### src/tpei_edge.sv
// One edge lane: hit test and pipelined restoring division for the parameter.
// No dependencies; pure arithmetic.
module tpei_edge #(
  parameter int DW    = 50,
  parameter int PBITS = 16
) (
  input  logic                 clk,
  input  logic signed [DW-1:0] s_start,
  input  logic signed [DW-1:0] s_end,
  input  logic signed [31:0]   offset,
  input  logic        [31:0]   min_den,
  output logic                 hit,
  output logic [PBITS:0]       param
);

  localparam int STG = PBITS + 1;
  localparam int NW  = DW + 2;
  localparam int RW  = NW + 1;

  logic signed [NW-1:0] num;
  logic signed [NW-1:0] den;
  logic        [NW-1:0] an;
  logic        [NW-1:0] ad;
  logic                 hit_c;

  always_comb begin
    num = NW'(offset) - NW'(s_start);
    den = NW'(s_end) - NW'(s_start);
    an = num[NW-1] ? NW'(-num) : NW'(num);
    ad = den[NW-1] ? NW'(-den) : NW'(den);
    if (ad <= NW'(min_den)) begin
      hit_c = 1'b0;
    end else if (num == '0) begin
      hit_c = 1'b1;
    end else begin
      hit_c = (num[NW-1] == den[NW-1]) && (an <= ad);
    end
  end

  // Division pipeline: one quotient bit per stage.
  logic [RW-1:0]  rem [STG+1];
  logic [NW-1:0]  dv  [STG+1];
  logic [PBITS:0] qt  [STG+1];
  logic [STG:0]   hv;

  always_ff @(posedge clk) begin
    rem[0] <= RW'(an);
    dv[0]  <= ad;
    qt[0]  <= '0;
    hv[0]  <= hit_c;
  end

  for (genvar k = 0; k < STG; k++) begin : g_div
    logic [RW-1:0] r_in;
    logic          ge;
    always_comb begin
      r_in = (k == 0) ? rem[k] : {rem[k][NW-1:0], 1'b0};
      ge = r_in >= RW'(dv[k]);
    end
    always_ff @(posedge clk) begin
      rem[k+1] <= ge ? r_in - RW'(dv[k]) : r_in;
      dv[k+1]  <= dv[k];
      qt[k+1]  <= {qt[k][PBITS-1:0], ge};
      hv[k+1]  <= hv[k];
    end
  end

  assign hit = hv[STG];
  assign param = qt[STG];

endmodule

### config.mk
export PLATFORM = sky130hd
export DESIGN_NAME = tpei_edge
export DESIGN_NICKNAME = d
export VERILOG_FILES = /design/src/tpei_edge.sv
export SDC_FILE = /design/constraint.sdc
export NUM_CORES = 2
export LEC_CHECK = 0
export BUFFER_PORTS_ARGS = -buffer_cell sky130_fd_sc_hd__buf_2
export CORE_ASPECT_RATIO = 0.7
export CORE_MARGIN = 3
export CORE_UTILIZATION = 55
export DETAILED_ROUTE_END_ITERATION = 8
export PLACE_DENSITY = 0.77
export SLEW_MARGIN = 15
export SYNTH_ARGS = -nofsm -noshare
export SYNTH_HDL_FRONTEND = slang
export SYNTH_SLANG_ARGS = --single-unit
### constraint.sdc
create_clock -name clk -period 7.17 [get_ports clk]
set_input_delay 0.3585 -clock clk [delete_from_list [all_inputs] [get_ports clk]]
set_output_delay 0.3585 -clock clk [all_outputs]
set_load 0.05 [all_outputs]
# == Word level (Yosys, flattened, before mapping) ==
# Memory sizes are Yosys's and may differ from the RTL's.
# Index checks and enable logic that the tools add are counted.
# word_totals
regBits,18
latch_bits,0
ram_bits,2196
rom_bits,0
inputBits,165
output_inout_bits,18
wordCells,84
memories,3
# classes
add_sub_neg,21
mul,0
div_mod_pow,0
n_lt_le_gt_ge,19
eq_ne,1
shifts,0
mux,20
bitwise_logic,0
reduce_logical,2
# memory_table
memory,depth,width,rd,rd_clocked_by_memory_dff,write_ports,line_no,text
rem,18,53,17,0,18,41,logic [RW-1:0] rem [STG+1];
dv,18,52,17,0,18,42,logic [NW-1:0] dv [STG+1];
qt,18,17,18,0,18,43,logic [PBITS:0] qt [STG+1];
# op_table
operator,count
$ge A53 B52 Y1,17
$mux W53,17
$sub A53 B52 Y53,17
$mux W52,2
$neg A51 Y52,2
$le A52 B32 Y1,1
$le A52 B52 Y1,1
$logic_not A52 Y1,1
$sub A32 B50 Y51,1
$sub A50 B50 Y51,1
$eq A1 B1 Y1,1
$logic_and A1 B1 Y1,1
$mux W1,1

# == Depth between registers and ports, before layout ==
# depth
ltp_word,6
mapped_depth,33
mapped_depth_nobuf,33

# == Least setup slack after synthesis ==
# OpenSTA, ideal clock, no wires.
# synth_path
path_kind,input to register
from,input port offset[0]
to,register hv[0]
setup_ns,0.059
arrival_time_ns,6.377
t_required_ns,7.111
setup_slack_ns,0.734
stages,32
n_path_buf,0
path_cell_list,inv_1 > ha_1 > inv_1 > fa_1 > a211oi_1 > o21ai_1 > a211oi_1 > nor2_1 > a2111oi_0 > nor3_1 > nor3_1 > nand3_1 > or4_1 > or4_1 > nor4_2 > a21oi_1 > xor2_1 > ha_1 > a21o_1 > a21o_1 > a21o_1 > a21o_1 > a21o_1 > a21o_1 > a21oi_1 > o21ai_0 > o211ai_1 > nand4b_1 > nand2_1 > nand3_1 > o211ai_1 > o31a_1
# synth_between
elab_chain_len,6
elab_cells_between_ends,8
cone_classes,add/sub (2); order compare (1); eq/ne (1); mux (2); reduce/logical (2)
# synth_lines
item,line_no,text
start: declaration,10,"input logic signed [31:0] offset,"
$sub A32 B50 Y51 (*),27,num = NW'(offset) - NW'(s_start);
$neg A51 Y52,29,an = num[NW-1] ? NW'(-num) : NW'(num);
$mux W52 (*),29,
named net an[37],22,logic [NW-1:0] an;
$le A52 B52 Y1 (*),36,hit_c = (num[NW-1] == den[NW-1]) && (an <= ad);
$logic_and A1 B1 Y1 (*),36,
$mux W1 (*),33,end else if (num == '0) begin
end signal: assignment,50,hv[0] <= hit_c;
end: declaration,44,logic [STG:0] hv;
# The timed path passes the listed nets; every way through them passes the cells marked *.
# A chain may end at the register's enable or synchronous reset.

==> flow_summary.html <==
<table>
<tr><th>Metric</th><th>Value</th></tr>
<tr><th colspan="2">Run status</th></tr>
<tr><td>Run status</td><td>complete, no violations</td></tr>
<tr><th colspan="2">STA</th></tr>
<tr><td>Setup-violating endpoint count in the final report</td><td>0</td></tr>
<tr><td>Post-layout minimum cycle time</td><td>6760 ps</td></tr>
<tr><td>Final worst clock skew</td><td>89.9 ps</td></tr>
<tr><td>Smallest hold slack</td><td>60.2 ps</td></tr>
<tr><td>Tightest Pin Transition</td><td>1410 ps</td></tr>
<tr><td>Final hold viol count</td><td>0</td></tr>
<tr><td>Timing-limited maximum frequency</td><td>0.148 GHz</td></tr>
<tr><td>Setup repair after global routing missed its margin</td><td>no</td></tr>
<tr><td>Worst max-slew margin expressed relative to the limit</td><td>0.0490</td></tr>
<tr><td>Final cycle utilization of the critical path</td><td>0.943</td></tr>
<tr><td>Post-route worst setup slack</td><td>406 ps</td></tr>
<tr><td>Max-slew violation count</td><td>0</td></tr>
<tr><th colspan="2">Yosys</th></tr>
<tr><td>Synthesized-area fraction occupied by adder cells</td><td>0.130</td></tr>
<tr><td>Number of unique standard cell types used by synthesis</td><td>107</td></tr>
<tr><td>Share of synthesized area spent on multiplexers</td><td>0.0422</td></tr>
<tr><td>Share of synthesized area occupied by flip-flops and latches</td><td>0.367</td></tr>
<tr><td>Instance count of the mapped netlist</td><td>12066</td></tr>
<tr><td>Synthesized-area fraction occupied by xor and xnor cells</td><td>0.0725</td></tr>
<tr><td>Synthesized flop and latch total</td><td>1939</td></tr>
<tr><td>Synth Flop Type</td><td>dfxtp_1</td></tr>
<tr><td>Number of synthesized flops with an enable pin</td><td>0</td></tr>
<tr><td>Synth Area in Simple Gates</td><td>0.131</td></tr>
<tr><td>Post-Synthesis Cell Area</td><td>0.106 mm^2</td></tr>
<tr><td>Synth Area in Compound Gates</td><td>0.202</td></tr>
<tr><td>Yosys warning total</td><td>0</td></tr>
<tr><td>Main combinational cell family by area after synthesis</td><td>compound AO/OA/AOI/OAI gates</td></tr>
<tr><td>Share of synthesized registers carrying an async set or reset</td><td>0</td></tr>
<tr><td>Mean instance size in the synthesized netlist</td><td>8.76 um^2</td></tr>
<tr><th colspan="2">Clocking</th></tr>
<tr><td>Count of hold-fix buffers inserted at cts</td><td>0</td></tr>
<tr><td>Number of H-tree branching levels</td><td>4</td></tr>
<tr><td>Clock latency on the worst-skew pair</td><td>880 ps</td></tr>
<tr><td>Clock net sink count</td><td>1939</td></tr>
<tr><td>Post-CTS Repair Setup Buffers</td><td>0</td></tr>
<tr><td>Library cell used as clock root buffer</td><td>clkbuf_16</td></tr>
<tr><td>Maximum clock insertion buffer count</td><td>4</td></tr>
<tr><td>CTS Buf Count</td><td>191</td></tr>
<tr><td>Clock tree from TritonCTS</td><td>done</td></tr>
<tr><td>Total of cells resized after clock tree synthesis</td><td>0</td></tr>
<tr><td>Clock slew at the register clock pins of the worst setup and hold paths</td><td>70 ps</td></tr>
<tr><th colspan="2">Detailed routing</th></tr>
<tr><td>Antenna-violating nets left</td><td>0</td></tr>
<tr><td>Sum of routed wire length over all layers</td><td>372000 um</td></tr>
<tr><td>Via density</td><td>6.07</td></tr>
<tr><td># DRC</td><td>0</td></tr>
<tr><td>First-pass iteration count of the detailed router</td><td>9</td></tr>
<tr><td>DR iter-0 viols</td><td>12971</td></tr>
<tr><td>Vias</td><td>92337</td></tr>
<tr><td>Detail-routed net length per standard cell</td><td>24.4 um</td></tr>
<tr><th colspan="2">Run</th></tr>
<tr><td>Number of max-capacitance violations reported</td><td>0</td></tr>
<tr><th colspan="2">Die</th></tr>
<tr><td>Die footprint</td><td>0.198 mm^2</td></tr>
<tr><td>Total number of placement rows</td><td>133</td></tr>
<tr><td>Total core area</td><td>0.189 mm^2</td></tr>
<tr><td>Ports</td><td>183</td></tr>
<tr><td>Die X-Extent</td><td>530 um</td></tr>
<tr><td>Die height</td><td>373 um</td></tr>
<tr><td>Starting density of the core</td><td>0.558</td></tr>
<tr><th colspan="2">Finish</th></tr>
<tr><td>Final Util</td><td>0.627</td></tr>
<tr><td>Commonest cells after routing, fill and taps aside</td><td>dfxtp_1 (1939), inv_1 (1265), ha_1 (1069)</td></tr>
<tr><td>Count of fill cells added during filler insertion</td><td>16077</td></tr>
<tr><td>Area of all sequential standard cells</td><td>0.0388 mm^2</td></tr>
<tr><td>Share of layout cells above drive strength 1</td><td>0.112</td></tr>
<tr><td>Multi-input logic area</td><td>0.0612 mm^2</td></tr>
<tr><td>Area growth syn-to-layout</td><td>12.2%</td></tr>
<tr><td>Total Nets Final</td><td>13808</td></tr>
<tr><td>Most frequent standard cell in the layout excluding fill and tap cells</td><td>dfxtp_1</td></tr>
<tr><th colspan="2">Placed design</th></tr>
<tr><td>Global placement routability congestion</td><td>1.05</td></tr>
<tr><td>Pre-CTS setup slack</td><td>-154 ps</td></tr>
<tr><td>Final HPWL from detailed placement</td><td>306000 um</td></tr>
<tr><td>Port buffer count</td><td>182</td></tr>
<tr><th colspan="2">Setup path</th></tr>
<tr><td>Worst stage delay on the critical path</td><td>960 ps</td></tr>
<tr><td>Maximum fanout count along the critical path</td><td>71</td></tr>
<tr><td>Worst path required time</td><td>7850 ps</td></tr>
<tr><td>Arr. time, crit path</td><td>7450 ps</td></tr>
<tr><td>Crit path max-delay cell type</td><td>o311ai_0</td></tr>
<tr><td>Category of the most critical setup path</td><td>reg2reg</td></tr>
<tr><td>Critical path endpoint category</td><td>register</td></tr>
<tr><td>Ordered cell list for the critical path</td><td>inv_1 &gt; ha_1 &gt; o21ai_0 &gt; nor4_1 &gt; o211ai_1 &gt; a31oi_1 &gt; o21ai_0 &gt; o311ai_0 &gt; a31oi_1 &gt; a211oi_1 &gt; o31ai_2 &gt; buf_4 &gt; nand2_2 &gt; buf_4 &gt; nor2_1 &gt; a21oi_1</td></tr>
<tr><td>Kind of launch point of the worst setup path</td><td>register</td></tr>
<tr><th colspan="2">Global route</th></tr>
<tr><td>Largest net degree at the start of global routing</td><td>101</td></tr>
<tr><td>Vias in the first global route</td><td>83960</td></tr>
<tr><td>Global router's overall resource usage</td><td>0.363</td></tr>
<tr><td>Total congestion overflow after global routing</td><td>0</td></tr>
<tr><td>Number of antenna violations at the first check in global routing</td><td>41</td></tr>
<tr><td>First-pass GRT wire length</td><td>546000 um</td></tr>
<tr><th colspan="2">Worst hold path</th></tr>
<tr><td>Worst hold path class</td><td>in2reg</td></tr>
</table>
## metrics by stage
| step | area (um^2) | instances | TNS (ps) |
|---|---|---|---|
| floorplan | 106000 | 12068 | 0 |
| global placement | 112000 | 14860 | -483 |
| detailed placement | 112000 | 14860 | -154 |
| CTS | 119000 | 15198 | 0 |
| global route | 119000 | 15198 | 0 |
| finish | 119000 | 15207 | 0 |
## critical path: cells and delay by family (launching register included)
kind | cells | cell delay [ps]
DFF | 1 | 330
AOI/OAI and AO/OA | 9 | 3860
buffers and inverters | 3 | 950
adders and majority gates | 1 | 550
and+or+nand+nor | 3 | 850
## synth_stat cells (51+ instances only)
cell	count	area share
nor2_1	590	0.021
nand4_1	178	0.011
or3_1	67	0.0040
a21oi_1	989	0.047
and3_1	115	0.0068
nor3_1	164	0.0078
nor2b_1	147	0.0087
xnor2_1	542	0.045
a31oi_1	95	0.0056
nor4_1	51	0.0030
clkbuf_1	266	0.0094
nand2b_1	176	0.010
o21ai_0	851	0.040
nand3_1	206	0.0098
inv_1	1266	0.045
xor2_1	331	0.027
a21o_1	626	0.044
a211oi_1	75	0.0053
nand2_1	872	0.031
mux2_2	377	0.040
dfxtp_1	1939	0.37
o21bai_1	123	0.0087
o31ai_1	76	0.0054
ha_1	1069	0.13
and2_1	59	0.0035
o21a_1	120	0.0085
## cell type report
| type | count | share of cell area |
|---|---|---|
| well taps | 2497 | 0.0263 |
| diodes | 9 | 0.000190 |
| multi-input cells | 8568 | 0.516 |
| clock buffers | 258 | 0.0457 |
| repair buffers | 589 | 0.0351 |
| flip-flops and latches | 1939 | 0.327 |
| clock inverters | 80 | 0.00957 |
| inverters | 1267 | 0.0401 |
## sequential cells by signal (all words and copies together), names as in the netlist
register,count
dv,884
hit,1
qt,153
rem,884
hv,17
## metal layers
metal,vias to the layer above,GRT usage,share of wire
met5,-,0,0.00034
met4,20,0.0380,0.0090
met3,314,0.180,0.17
met2,4687,0.378,0.30
met1,44076,0.622,0.52
li1,43240,-,-
## kinds of logic after synthesis
| group | Yosys count |
|---|---|
| compound gates | 3396 |
| simple gates | 2808 |
| flops | 1939 |
| buf+inv | 1561 |
| fa+ha+maj | 1087 |
| xor+xnor | 874 |
| mux | 399 |
| other cells | 2 |
## final timing paths
kind,from,endpoint,slack [ps],cells past startpoint
hold reg to reg,dv[1][14],dv[2][14],300,0
hold / removal,s_start[0],rem[0][0],60,3
setup / recovery,dv[2][10],rem[3][40],410,16
setup reg to reg,dv[2][10],rem[3][40],410,16
Power is not shown: default switching activity piles up to over one toggle a cycle in this logic, so the estimate is an artifact.
